File: src/rtl/sat_pkg.sv
// Shared types and constants for the splash age table.
// No dependencies; every other file in this block but sat_ram depends on it.
package sat_pkg;

    localparam int MODE_W            = 2;
    localparam int STEP_W            = 16;
    localparam int ID_W              = 16;
    localparam int AGE_W             = 22;
    localparam int TABLE_ENTRIES_DEF = 32;

    // 9999 s with 8 fraction bits.
    localparam logic [AGE_W-1:0] AGE_MAX = AGE_W'(2559744);

    localparam logic [MODE_W-1:0] MODE_TICK   = 2'd0;
    localparam logic [MODE_W-1:0] MODE_CREATE = 2'd1;
    localparam logic [MODE_W-1:0] MODE_QUERY  = 2'd2;

    // Commands from the controller to the datapath.
    typedef struct packed {
        logic load;    // capture the input word and clear the scan
        logic issue;   // read the next record and advance the scan index
        logic commit;  // apply a create and load the result word
    } t_ctl_cmd;

    // Status from the datapath to the controller.
    typedef struct packed {
        logic scan_done;  // every stored record has been read
        logic rd_busy;    // read data is still arriving from the table
        logic out_free;   // the result register can take a new word
    } t_ctl_sts;

endpackage

File: src/rtl/sat_if.sv
// Valid/ready channel interfaces for the splash age table.
// Depends on sat_pkg for the field widths.
interface sat_in_if;
    logic                         valid;
    logic                         ready;
    logic [sat_pkg::MODE_W-1:0]   mode;
    logic [sat_pkg::STEP_W-1:0]   step_time;
    logic [sat_pkg::ID_W-1:0]     owner_id;
    logic                         can_ripple;

    modport source (output valid, mode, step_time, owner_id, can_ripple, input ready);
    modport sink   (input valid, mode, step_time, owner_id, can_ripple, output ready);
endinterface

interface sat_out_if;
    logic                         valid;
    logic                         ready;
    logic [sat_pkg::AGE_W-1:0]    newest_age;
    logic                         recorded;

    modport source (output valid, newest_age, recorded, input ready);
    modport sink   (input valid, newest_age, recorded, output ready);
endinterface

File: src/rtl/sat_ram.sv
// Generic single-write, single-read RAM with a registered read port.
// No dependencies.
module sat_ram #(
    parameter int WIDTH = 8,
    parameter int DEPTH = 32
) (
    input  logic                                   i_clk,
    input  logic                                   i_we,
    input  logic [(DEPTH > 1 ? $clog2(DEPTH) : 1)-1:0] i_waddr,
    input  logic [WIDTH-1:0]                       i_wdata,
    input  logic                                   i_re,
    input  logic [(DEPTH > 1 ? $clog2(DEPTH) : 1)-1:0] i_raddr,
    output logic [WIDTH-1:0]                       o_rdata
);

    logic [WIDTH-1:0] r_mem [DEPTH];
    logic [WIDTH-1:0] r_rdata;

    always_ff @(posedge i_clk) begin
        if (i_we) begin
            r_mem[i_waddr] <= i_wdata;
        end
        if (i_re) begin
            r_rdata <= r_mem[i_raddr];
        end
    end

    assign o_rdata = r_rdata;

endmodule

File: src/rtl/sat_ctrl.sv
// Controller state machine for the splash age table.
// Depends on sat_pkg for the command and status structs.
module sat_ctrl (
    input  logic              i_clk,
    input  logic              i_rst_n,
    input  logic              i_in_valid,
    output logic              o_in_ready,
    input  sat_pkg::t_ctl_sts i_sts,
    output sat_pkg::t_ctl_cmd o_cmd
);
    import sat_pkg::*;

    typedef enum logic [1:0] {
        ST_IDLE,
        ST_SCAN,
        ST_FINISH
    } t_state;

    t_state   r_state;
    t_state   n_state;
    t_ctl_cmd n_cmd;

    always_comb begin
        n_state = r_state;
        n_cmd   = '0;
        unique case (r_state)
            ST_IDLE: begin
                if (i_in_valid) begin
                    n_cmd.load = 1'b1;
                    n_state    = ST_SCAN;
                end
            end
            ST_SCAN: begin
                if (!i_sts.scan_done) begin
                    n_cmd.issue = 1'b1;
                end else begin
                    n_state = ST_FINISH;
                end
            end
            ST_FINISH: begin
                if (!i_sts.rd_busy && i_sts.out_free) begin
                    n_cmd.commit = 1'b1;
                    n_state      = ST_IDLE;
                end
            end
            default: begin
                n_state = ST_IDLE;
            end
        endcase
    end

    always_ff @(posedge i_clk) begin
        if (!i_rst_n) begin
            r_state <= ST_IDLE;
        end else begin
            r_state <= n_state;
        end
    end

    // No word is taken while reset is held.
    assign o_in_ready = (r_state == ST_IDLE) && i_rst_n;
    assign o_cmd      = n_cmd;

endmodule

File: src/rtl/sat_dpath.sv
// Datapath of the splash age table: record RAM, scan index, accumulators, result register.
// Depends on sat_pkg and sat_ram.
module sat_dpath #(
    parameter int TABLE_ENTRIES = sat_pkg::TABLE_ENTRIES_DEF
) (
    input  logic                       i_clk,
    input  logic                       i_rst_n,
    input  sat_pkg::t_ctl_cmd          i_cmd,
    output sat_pkg::t_ctl_sts          o_sts,
    input  logic [sat_pkg::MODE_W-1:0] i_mode,
    input  logic [sat_pkg::STEP_W-1:0] i_step_time,
    input  logic [sat_pkg::ID_W-1:0]   i_owner_id,
    input  logic                       i_can_ripple,
    input  logic                       i_out_ready,
    output logic                       o_out_valid,
    output logic [sat_pkg::AGE_W-1:0]  o_newest_age,
    output logic                       o_recorded
);
    import sat_pkg::*;

    localparam int CNT_W  = $clog2(TABLE_ENTRIES + 1);
    localparam int IDX_W  = (TABLE_ENTRIES > 1) ? $clog2(TABLE_ENTRIES) : 1;
    localparam int WORD_W = ID_W + AGE_W;
    localparam logic [CNT_W-1:0] CNT_FULL = CNT_W'(TABLE_ENTRIES);

    // Captured input word.
    logic [MODE_W-1:0] r_mode;
    logic [STEP_W-1:0] r_step;
    logic [ID_W-1:0]   r_owner;
    logic              r_ripple;

    // Scan state.
    logic [CNT_W-1:0]  r_count;
    logic [CNT_W-1:0]  r_rd_idx;
    logic              r_rd_vld;
    logic [IDX_W-1:0]  r_rd_idx_d;
    logic [AGE_W-1:0]  r_best_age;
    logic [IDX_W-1:0]  r_best_idx;
    logic [AGE_W-1:0]  r_min_age;

    // Result register.
    logic              r_out_vld;
    logic [AGE_W-1:0]  r_out_age;
    logic              r_out_rec;

    logic [WORD_W-1:0] rd_word;
    logic [AGE_W-1:0]  rd_age;
    logic [ID_W-1:0]   rd_owner;
    logic [AGE_W:0]    age_sum;
    logic [AGE_W-1:0]  age_sat;
    logic              tick_we;
    logic              can_append;
    logic              create_we;
    logic              ram_we;
    logic [IDX_W-1:0]  ram_waddr;
    logic [WORD_W-1:0] ram_wdata;

    sat_ram #(
        .WIDTH (WORD_W),
        .DEPTH (TABLE_ENTRIES)
    ) u_ram (
        .i_clk   (i_clk),
        .i_we    (ram_we),
        .i_waddr (ram_waddr),
        .i_wdata (ram_wdata),
        .i_re    (i_cmd.issue),
        .i_raddr (r_rd_idx[IDX_W-1:0]),
        .o_rdata (rd_word)
    );

    assign rd_owner = rd_word[WORD_W-1:AGE_W];
    assign rd_age   = rd_word[AGE_W-1:0];
    assign age_sum  = {1'b0, rd_age} + (AGE_W + 1)'(r_step);
    assign age_sat  = (age_sum > {1'b0, AGE_MAX}) ? AGE_MAX : age_sum[AGE_W-1:0];

    assign tick_we    = r_rd_vld && (r_mode == MODE_TICK);
    assign can_append = (r_count < CNT_FULL);
    assign create_we  = i_cmd.commit && (r_mode == MODE_CREATE) && r_ripple
                        && ((r_best_age != '0) || can_append);
    assign ram_we     = tick_we || create_we;

    always_comb begin
        if (tick_we) begin
            ram_waddr = r_rd_idx_d;
            ram_wdata = {rd_owner, age_sat};
        end else begin
            ram_waddr = (r_best_age != '0) ? r_best_idx : r_count[IDX_W-1:0];
            ram_wdata = {r_owner, AGE_W'(0)};
        end
    end

    always_ff @(posedge i_clk) begin
        if (!i_rst_n) begin
            r_count   <= '0;
            r_rd_vld  <= 1'b0;
            r_out_vld <= 1'b0;
        end else begin
            r_rd_vld <= i_cmd.issue;
            if (create_we && (r_best_age == '0)) begin
                r_count <= r_count + CNT_W'(1);
            end
            if (i_cmd.commit) begin
                r_out_vld <= 1'b1;
            end else if (i_out_ready) begin
                r_out_vld <= 1'b0;
            end
        end
    end

    always_ff @(posedge i_clk) begin
        r_rd_idx_d <= r_rd_idx[IDX_W-1:0];
        if (i_cmd.load) begin
            r_mode     <= i_mode;
            r_step     <= i_step_time;
            r_owner    <= i_owner_id;
            r_ripple   <= i_can_ripple;
            r_rd_idx   <= '0;
            r_best_age <= '0;
            r_best_idx <= '0;
            r_min_age  <= AGE_MAX;
        end else begin
            if (i_cmd.issue) begin
                r_rd_idx <= r_rd_idx + CNT_W'(1);
            end
            if (r_rd_vld) begin
                // The first record with the strictly largest age wins.
                if (rd_age > r_best_age) begin
                    r_best_age <= rd_age;
                    r_best_idx <= r_rd_idx_d;
                end
                if ((rd_owner == r_owner) && (rd_age < r_min_age)) begin
                    r_min_age <= rd_age;
                end
            end
        end
        if (i_cmd.commit) begin
            r_out_age <= (r_mode == MODE_QUERY) ? r_min_age : '0;
            r_out_rec <= create_we;
        end
    end

    assign o_sts.scan_done = (r_rd_idx == r_count);
    assign o_sts.rd_busy   = r_rd_vld;
    assign o_sts.out_free  = !r_out_vld || i_out_ready;

    assign o_out_valid  = r_out_vld;
    assign o_newest_age = r_out_age;
    assign o_recorded   = r_out_rec;

    a_count_bound: assert property (@(posedge i_clk) disable iff (!i_rst_n)
        r_count <= CNT_FULL)
        else $error("record count exceeds the table size");

    a_read_in_range: assert property (@(posedge i_clk) disable iff (!i_rst_n)
        r_rd_vld |-> ({1'b0, r_rd_idx_d} < (IDX_W + 1)'(r_count)))
        else $error("scan read a record beyond the stored count");

    a_recorded_needs_entry: assert property (@(posedge i_clk) disable iff (!i_rst_n)
        (r_out_vld && r_out_rec) |-> (r_count != '0))
        else $error("create reported as recorded with an empty table");

    a_age_bound: assert property (@(posedge i_clk) disable iff (!i_rst_n)
        r_out_vld |-> (r_out_age <= AGE_MAX))
        else $error("result age above the saturation limit");

    a_commit_after_drain: assert property (@(posedge i_clk) disable iff (!i_rst_n)
        i_cmd.commit |-> !r_rd_vld)
        else $error("commit while table read data is still in flight");

endmodule

File: src/rtl/splash_age_table_core.sv
// Top level of the splash age table: controller, datapath and the channel ports.
// Depends on sat_pkg, sat_if, sat_ctrl and sat_dpath.
//
// The block keeps up to TABLE_ENTRIES records of (owner id, age), ages unsigned with
// 8 fraction bits and saturating at 9999 s. Every input word gives exactly one result
// word. A tick adds step_time to every stored age. A create with can_ripple set
// overwrites the first record holding the largest nonzero age with age 0 and the new
// owner, appends a record when every age is zero, and drops the splash when the table
// is then full; recorded tells whether a record was stored. A query returns the
// smallest age among records of owner_id, or 9999 s (2559744) when there is none.
// Fields that do not belong to the word's mode read as zero; mode 3 changes nothing.
// Each word walks the stored records once through the single read port of the record
// RAM, one record per cycle: the word is loaded, every stored record is read, the end
// of the walk is seen, and the word commits once the output register is free; its
// result word is then offered from that register.
// Tick write-backs share the cycles of that walk through the separate write port.
// One word is processed at a time. The result sits in an output register, so a new
// word is taken while the previous result waits; the block only holds its final
// update until that register frees up. After reset the table is empty and needs no
// clearing pass.
module splash_age_table_core #(
    parameter int TABLE_ENTRIES = sat_pkg::TABLE_ENTRIES_DEF
) (
    input  logic       i_clk,
    input  logic       i_rst_n,
    sat_in_if.sink     i_in,
    sat_out_if.source  o_out
);
    import sat_pkg::*;

    t_ctl_cmd cmd;
    t_ctl_sts sts;

    // Sequencing of the load, scan and commit phases of one word.
    sat_ctrl u_ctrl (
        .i_clk      (i_clk),
        .i_rst_n    (i_rst_n),
        .i_in_valid (i_in.valid),
        .o_in_ready (i_in.ready),
        .i_sts      (sts),
        .o_cmd      (cmd)
    );

    // Record storage, scan accumulators and the result register.
    sat_dpath #(
        .TABLE_ENTRIES (TABLE_ENTRIES)
    ) u_dpath (
        .i_clk        (i_clk),
        .i_rst_n      (i_rst_n),
        .i_cmd        (cmd),
        .o_sts        (sts),
        .i_mode       (i_in.mode),
        .i_step_time  (i_in.step_time),
        .i_owner_id   (i_in.owner_id),
        .i_can_ripple (i_in.can_ripple),
        .i_out_ready  (o_out.ready),
        .o_out_valid  (o_out.valid),
        .o_newest_age (o_out.newest_age),
        .o_recorded   (o_out.recorded)
    );

endmodule

File: src/flat_wrapper.sv
// flat-port wrapper written by rule: the top's interface ports become plain ports
module splash_age_table_core_flat import sat_pkg::*;
#(
    parameter int TABLE_ENTRIES = sat_pkg::TABLE_ENTRIES_DEF
)
  (i_clk, i_rst_n, i_in_valid, i_in_mode, i_in_step_time, i_in_owner_id, i_in_can_ripple, i_in_ready, o_out_valid, o_out_newest_age, o_out_recorded, o_out_ready);
  sat_in_if i_in_i ();
  sat_out_if o_out_i ();
  input  logic i_clk;
  input  logic i_rst_n;
  input wire logic [$bits(i_in_i.valid)-1:0] i_in_valid;
  input wire logic [$bits(i_in_i.mode)-1:0] i_in_mode;
  input wire logic [$bits(i_in_i.step_time)-1:0] i_in_step_time;
  input wire logic [$bits(i_in_i.owner_id)-1:0] i_in_owner_id;
  input wire logic [$bits(i_in_i.can_ripple)-1:0] i_in_can_ripple;
  output wire logic [$bits(i_in_i.ready)-1:0] i_in_ready;
  output wire logic [$bits(o_out_i.valid)-1:0] o_out_valid;
  output wire logic [$bits(o_out_i.newest_age)-1:0] o_out_newest_age;
  output wire logic [$bits(o_out_i.recorded)-1:0] o_out_recorded;
  input wire logic [$bits(o_out_i.ready)-1:0] o_out_ready;
  assign i_in_i.valid = i_in_valid;
  assign i_in_i.mode = i_in_mode;
  assign i_in_i.step_time = i_in_step_time;
  assign i_in_i.owner_id = i_in_owner_id;
  assign i_in_i.can_ripple = i_in_can_ripple;
  assign i_in_ready = i_in_i.ready;
  assign o_out_valid = o_out_i.valid;
  assign o_out_newest_age = o_out_i.newest_age;
  assign o_out_recorded = o_out_i.recorded;
  assign o_out_i.ready = o_out_ready;
  splash_age_table_core #(.TABLE_ENTRIES(TABLE_ENTRIES)) u_core (.i_clk(i_clk), .i_rst_n(i_rst_n), .i_in(i_in_i), .o_out(o_out_i));
endmodule
File: config.mk
export PLATFORM = sky130hd
export DESIGN_NAME = splash_age_table_core_flat
export DESIGN_NICKNAME = d
export VERILOG_FILES = /design/src/rtl/sat_pkg.sv /design/src/rtl/sat_if.sv /design/src/rtl/sat_ram.sv /design/src/rtl/sat_ctrl.sv /design/src/rtl/sat_dpath.sv /design/src/rtl/splash_age_table_core.sv /design/src/flat_wrapper.sv
export SDC_FILE = /design/constraint.sdc
export NUM_CORES = 2
export LEC_CHECK = 0
export BUFFER_PORTS_ARGS = -buffer_cell sky130_fd_sc_hd__buf_2
export CAP_MARGIN = 20
export CORE_AREA = 4 4 341 343
export DETAILED_ROUTE_END_ITERATION = 8
export DIE_AREA = 0 0 345 347
export HOLD_SLACK_MARGIN = 0.03
export PLACE_DENSITY = 0.68
export SKIP_LAST_GASP = 1
export SLEW_MARGIN = 0
export SYNTH_ARGS = -nofsm -noshare
export SYNTH_HDL_FRONTEND = slang
export SYNTH_HIERARCHICAL = 1
export SYNTH_SLANG_ARGS = --single-unit
File: constraint.sdc
create_clock -name i_clk -period 6.1 [get_ports i_clk]
set_input_delay 0.915 -clock i_clk [delete_from_list [all_inputs] [get_ports i_clk]]
set_output_delay 0.915 -clock i_clk [all_outputs]
set_load 0.03 [all_outputs]
# Word level (Yosys, flattened, before mapping)
# Memories as Yosys holds them, arrays and structs flattened. A register that Yosys moved wholly into a read port is not among the register bits.
# Cells that the tools add are included.
# word_totals
regBits,128
mem_bits_rw,1216
out_inout_bits,25
wordCells,71
n_memories,1
# memory_table
memory,depth,word_bits,read_ports,rd_ports_with_merged_regs,write_ports,line,rtl
u_core.u_dpath.u_ram.r_mem,32,38,1,1,1,sat_ram.sv:16,logic [WIDTH-1:0] r_mem [DEPTH];
# op_classes
n_addsub,3
order_cmp,4
eq_ne,9
n_mux,18
reduce_logical,21
# op_table
op,n
two-way mux 38 bit,1
adder 22 x 16 -> 23 bit,1
"> comparator 23 x 22 -> 1 bit, second input constant",1
> comparator 22 bit,1
zero test 22 bit,1
less-than comparator 22 bit,1
two-way mux 22 bit,1
nonzero test 22 bit,1
== test 16 bit,1
"adder 6 x 1 -> 6 bit, second input constant",2
two-way mux 1 bit,10
two-way mux 5 bit,2
logical AND 1 bit,8
== test 6 bit,1
"less-than comparator 6 bit, second input constant",1
two-way mux 2 bit,3
"inequality test 2 bit, second input constant",3
case mux 2 bit (3 select lines),1
"== test 2 x 1 -> 1 bit, second input constant",2
"== test 2 bit, second input constant",2
zero test 2 bit,2
AND reduction 2 bit,2
logical OR 1 bit,3
AND reduction 3 bit,1
other kinds (2),3

# Depth between registers and ports, before layout
# logic_depth
depth_word,11
depth_mapped,12
mapped_depth_nobuf,10

# Hierarchy
# Netlist, hierarchy kept.
# modules_own_cells
mod,n_inst,cells_each,area_each_um2,seq_area_each_um2
sat_ram,1,2675,48512.8,37656.1
sat_dpath,1,856,7713.6,3103.0
sat_ctrl,1,14,120.1,40.0

# Worst setup path after synthesis
# Ideal clock, no wire load.
# synth_timing
kind,in2reg
start,in o_out_ready
end,"mem u_core/u_dpath/u_ram/r_mem[28][0] (netlist name), enable pin"
arrival_time_ns,5.762
setup_slack_ns,-0.096
stages,8
path_buffers,1
path_cell_list,nand2b_1 nor3b_1 nand4b_1 a21oi_1 or2_2 or3b_2 clkbuf_1 nor2_1
# synth_rtl
element,line,rtl
from (decl),flat_wrapper.sv:20,input wire logic [$bits(o_out_i.ready)-1:0] o_out_ready;
to (decl),sat_ram.sv:16,

# Worst setup path after layout
# layout_timing
start,reg u_core.u_dpath.r_best_age[0]
end,"mem u_core/u_dpath/u_ram/r_mem[28][16] (netlist name), enable pin"
# layout_between
word_cells_on_any_way,8
cone_classes,mux: 4; reduce/logical: 4
# layout_rtl
element,line,rtl
from (decl),sat_dpath.sv:37,logic [AGE_W-1:0] r_best_age;
from (signal assigned),sat_dpath.sv:128,r_best_age <= rd_age;
nonzero test 22 bit,sat_dpath.sv:87,ram_waddr = (r_best_age != '0) ? r_best_idx : r_count[IDX_W-1:0];
two-way mux 5 bit,sat_dpath.sv:87,
two-way mux 5 bit,sat_dpath.sv:83,if (tick_we) begin
named net u_core.u_dpath.ram_waddr[2],sat_dpath.sv:55,logic [IDX_W-1:0] ram_waddr;
# The timed path passes the listed nets, and every way through them passes these cells.

==> out/qor.csv <==
stage;metric;value;unit
timing;Fin Hold WS;0.3298;ns
min_path;hold_sp;i_in_owner_id[13];
placed_design;Placed Area;0.05885;mm2
setup_path;worst setup path start;u_core/u_dpath/r_best_age[0];
power;leakage power;19.83;nW
floorplanning;die area;0.1197;mm2
grt;first-pass GRT wire length;208900;um
setup_path;Setup CP Type;reg -> reg;
placed_design;Post-DP HPWL;83630;um
placed_design;RD Place Congestion;0.8445;
clocking;clock buffer count from CTS;142;
logic_synthesis;post-synth cell types;70;
power;Power Dens Cells;300.8;mW/mm2
power;Net Sw Frac;0.2042;
logic_synthesis;Synth Net Count;3646;
setup_path;critical path launch point type;flip-flop;
drt;Vias/cell;6.018;
drt;Final ANT Viol Nets;0;
timing;final worst path period share;0.7624;
logic_synthesis;Synth Instances;3545;
logic_synthesis;synthesis warning total;6;
setup_path;crit-path cells;nor4_1 -> nand4_1 -> nor4_4 -> mux2i_1 -> o21ai_0 -> nand3_1 -> nor2_4 -> buf_4;
timing;setup TNS;0;ns
timing;Highest Clock Rate;215.0;MHz
setup_path;crit-path leading delay family;simple AND/OR/NAND/NOR gates;
drt;vias;31890;
power;Comb pwr share;0.018;
clocking;clk_lat worst skew;0.76;ns
clocking;# Post-CTS Setup Buffers;0;
logic_synthesis;dominant cells by area after synthesis;edfxtp_1, mux2i_1, dfxtp_1, a21oi_1, nand3_1;
power;Pwr Total;19.11;mW
floorplanning;initial core utilization;0.4961;
setup_path;Worst Path Required;6.49;ns
timing;Final Setup Violations;0;
logic_synthesis;Synth area leader;edfxtp_1;
power;internal power;15.21;mW
floorplanning;Die Y;347;um
power;Clock Power Share;0.440;
grt;Overall Global Routing Usage;0.2332;
final_layout;share of cells above drive strength 1;0.1225;
min_path;Hold Path Class;in -> reg;
outcome;status;complete, no violations;
drt;final wirelength;142300;um
clocking;CTS tree;done;
power;NetSw;3.903;mW
power;part of the power in registers;0.542;
timing;RSZ-0062 raised after global routing;no;
logic_synthesis;Post-Syn Area per Cell;15.89;um2
clocking;cts hold-fix bufs;0;
setup_path;WP buf/inv;1;
timing;Tightest Pin Transition;1.167;ns
setup_path;Worst Path Max Fanout;24;
run;number of max-cap violations;0;
drt;WL per Instance;26.85;um
final_layout;nets;3777;
logic_synthesis;Seq/Total Area, Yosys;0.7241;
final_layout;fillcell total;8780;
grt;initial antenna violation count;5;
clocking;htree depth;4;
timing;final hold vios;0;
timing;Setup Skew;0.04036;ns
drt;Iter 0 DRT Violations;3267;
final_layout;antenna cells;0;
setup_path;CP endpoint kind;flip-flop;
grt;Remaining Overflow, GRT;0;
drt;DRC Markers;0;
floorplanning;core footprint;0.1136;mm2
logic_synthesis;Async S/R FF share, synth;0;
clocking;CTS root buf;clkbuf_16;
placed_design;Buffers on Ports;63;
floorplanning;I/O pin cnt;64;
floorplanning;Rows;124;
timing;fin. max-slew vios;0;
logic_synthesis;Yosys reg bits;1382;
grt;pin count of the biggest net entering global routing;87;
clocking;clock transition at the registers of the reported paths;0.06;ns
drt;drt pass-1 iters;5;
setup_path;CP max stage delay;0.89;ns
setup_path;critical path arrival;5.04;ns
logic_synthesis;Yosys top cell area share;0.6992;
clocking;deepest clock path buffer count;3;
final_layout;design area;0.06353;mm2
logic_synthesis;Synth Cell Area;0.05635;mm2
clocking;post-cts resize count;0;
timing;fin crit period;4.651;ns
power;VDD IR max;274.7;uV
grt;vias in the first global route;30980;
logic_synthesis;Primary FF master, synth;edfxtp_1;
timing;Slew headroom;0.2193;
logic_synthesis;Post-synth EDFFs;1312;
clocking;Sinks on Clock Net;1382;
final_layout;area grow syn2layout;12.75;%
setup_path;origin of the critical flop-to-flop path;u_core/u_dpath/r_best_age[0];
floorplanning;die span in x;345;um
setup_path;Worst path slowest cell;o21ai_0;
final_layout;final core utilization;0.5594;
## layout make-up
class                   count  area [um2]  area share
flip-flops and latches   1382       40800      0.6423
inverters                  52       195.2    0.003072
clock buffers             176        3724     0.05861
well taps                1512        1892     0.02978
clock inverters            80       795.8     0.01253
repair buffers            183        1553     0.02444
multi-input cells        1915       14570      0.2293
## cells in the final DEF (no fill, tap or decap), types with 7 or more instances in the layout
master / n
clkbuf_16: 144
nor2b_1: 8
a22o_1: 76
a21o_1: 17
nor2_4: 33
nand4_1: 23
nand3_1: 181
xor2_1: 13
o211ai_1: 10
xnor2_1: 34
inv_1: 52
o21ai_0: 70
ha_1: 61
buf_12: 19
nor2_1: 23
a21oi_1: 187
edfxtp_1: 1312
clkinv_1: 31
buf_4: 93
mux2i_1: 618
and2_1: 30
a22oi_1: 115
bufinv_16: 9
a21oi_2: 8
nand2_1: 202
nor4_1: 7
o21a_1: 13
clkinv_2: 20
buf_2: 63
clkbuf_1: 32
nor3_1: 48
dfxtp_1: 69
a31oi_1: 41
## worst paths after layout
check / slack (ns) / endpoint / depth (start not counted)
setup / recovery: 1.45 / u_core/u_dpath/u_ram/r_mem[28][16] / 8
hold / removal: 0.33 / u_core/u_dpath/r_owner[13] / 1
setup reg to reg: 1.45 / u_core/u_dpath/u_ram/r_mem[28][16] / 8
hold reg to reg: 0.47 / u_core/u_dpath/r_best_age[7] / 2
## logic make-up after synthesis
kind of cell    after synthesis  synth area share
xor+xnor                     47          0.007306
flops                      1382            0.7241
mux                         618            0.1098
buf+inv                     248           0.02485
fa+ha+maj                    62           0.01390
compound gates              581           0.06750
simple gates                607           0.05258
## flip-flops by register name, indices dropped and copies added, names as in the netlist
name / cells
u_core/u_dpath/u_ram/r_mem: 1216
u_core/u_dpath/u_ram/o_rdata: 38
u_core/u_dpath/o_newest_age: 22
u_core/u_dpath/r_best_age: 22
u_core/u_dpath/r_min_age: 22
u_core/u_dpath/r_owner: 16
u_core/u_dpath/r_step: 16
u_core/u_dpath/r_count: 6
u_core/u_dpath/r_rd_idx: 6
u_core/u_dpath/r_best_idx: 5
u_core/u_dpath/r_rd_idx_d: 5
u_core/u_ctrl/r_state: 2
u_core/u_dpath/r_mode: 2
u_core/u_dpath/o_out_valid: 1
u_core/u_dpath/o_recorded: 1
u_core/u_dpath/r_rd_vld: 1
u_core/u_dpath/r_ripple: 1
## power groups by stage
| stage | combinational (mW) | sequential (mW) | clock (mW) |
|---|---|---|---|
| global route | 0.374 | 10.3 | 8.95 |
| CTS | 0.335 | 10.4 | 8.54 |
| floorplan | 0.203 | 10.6 | 0 |
| finish | 0.346 | 10.3 | 8.41 |
| global placement | 0.329 | 10.6 | 0 |
| detailed placement | 0.333 | 10.6 | 0 |
## per-layer routing
metal / global-route usage / share of wire
met1: 0.3204 / 0.41
met2: 0.3803 / 0.48
met3: 0.04278 / 0.075
met4: 0.07500 / 0.029
met5: 0 / 0.00029
## Yosys cell counts (3+ instances only)
cell and number:
a211oi_1 6, buf_8 9, edfxtp_1 1312, a31oi_1 42, buf_1 4, nand3_1 181, or3_1 5, nor2_1 55
a21oi_2 4, nor2b_1 10, and3_1 4, o21a_1 13, nand4_1 23, a21oi_1 197, o21ai_0 70, xnor2_1 34
nor3_1 49, o21ai_1 4, mux2i_1 618, a22o_1 76, buf_2 36, buf_4 42, nor4_1 7, nor3b_1 8
inv_1 52, a21boi_0 4, nand3b_1 5, nand2_1 204, a21o_1 17, buf_6 21, and2_1 32, o211ai_1 10
clkbuf_1 82, nand2b_1 6, dfxtp_1 70, xor2_1 13, a22oi_1 115, or3b_2 3, ha_1 61
## stage by stage
step                instances  setup slack [ns]
CTS                      5292             1.496
global route             5300             1.231
detailed placement       5036             1.499
finish                   5300             1.449
floorplan                3545            0.8061
global placement         5036             1.584
No activity file was read; power rests on OpenSTA's default activity.
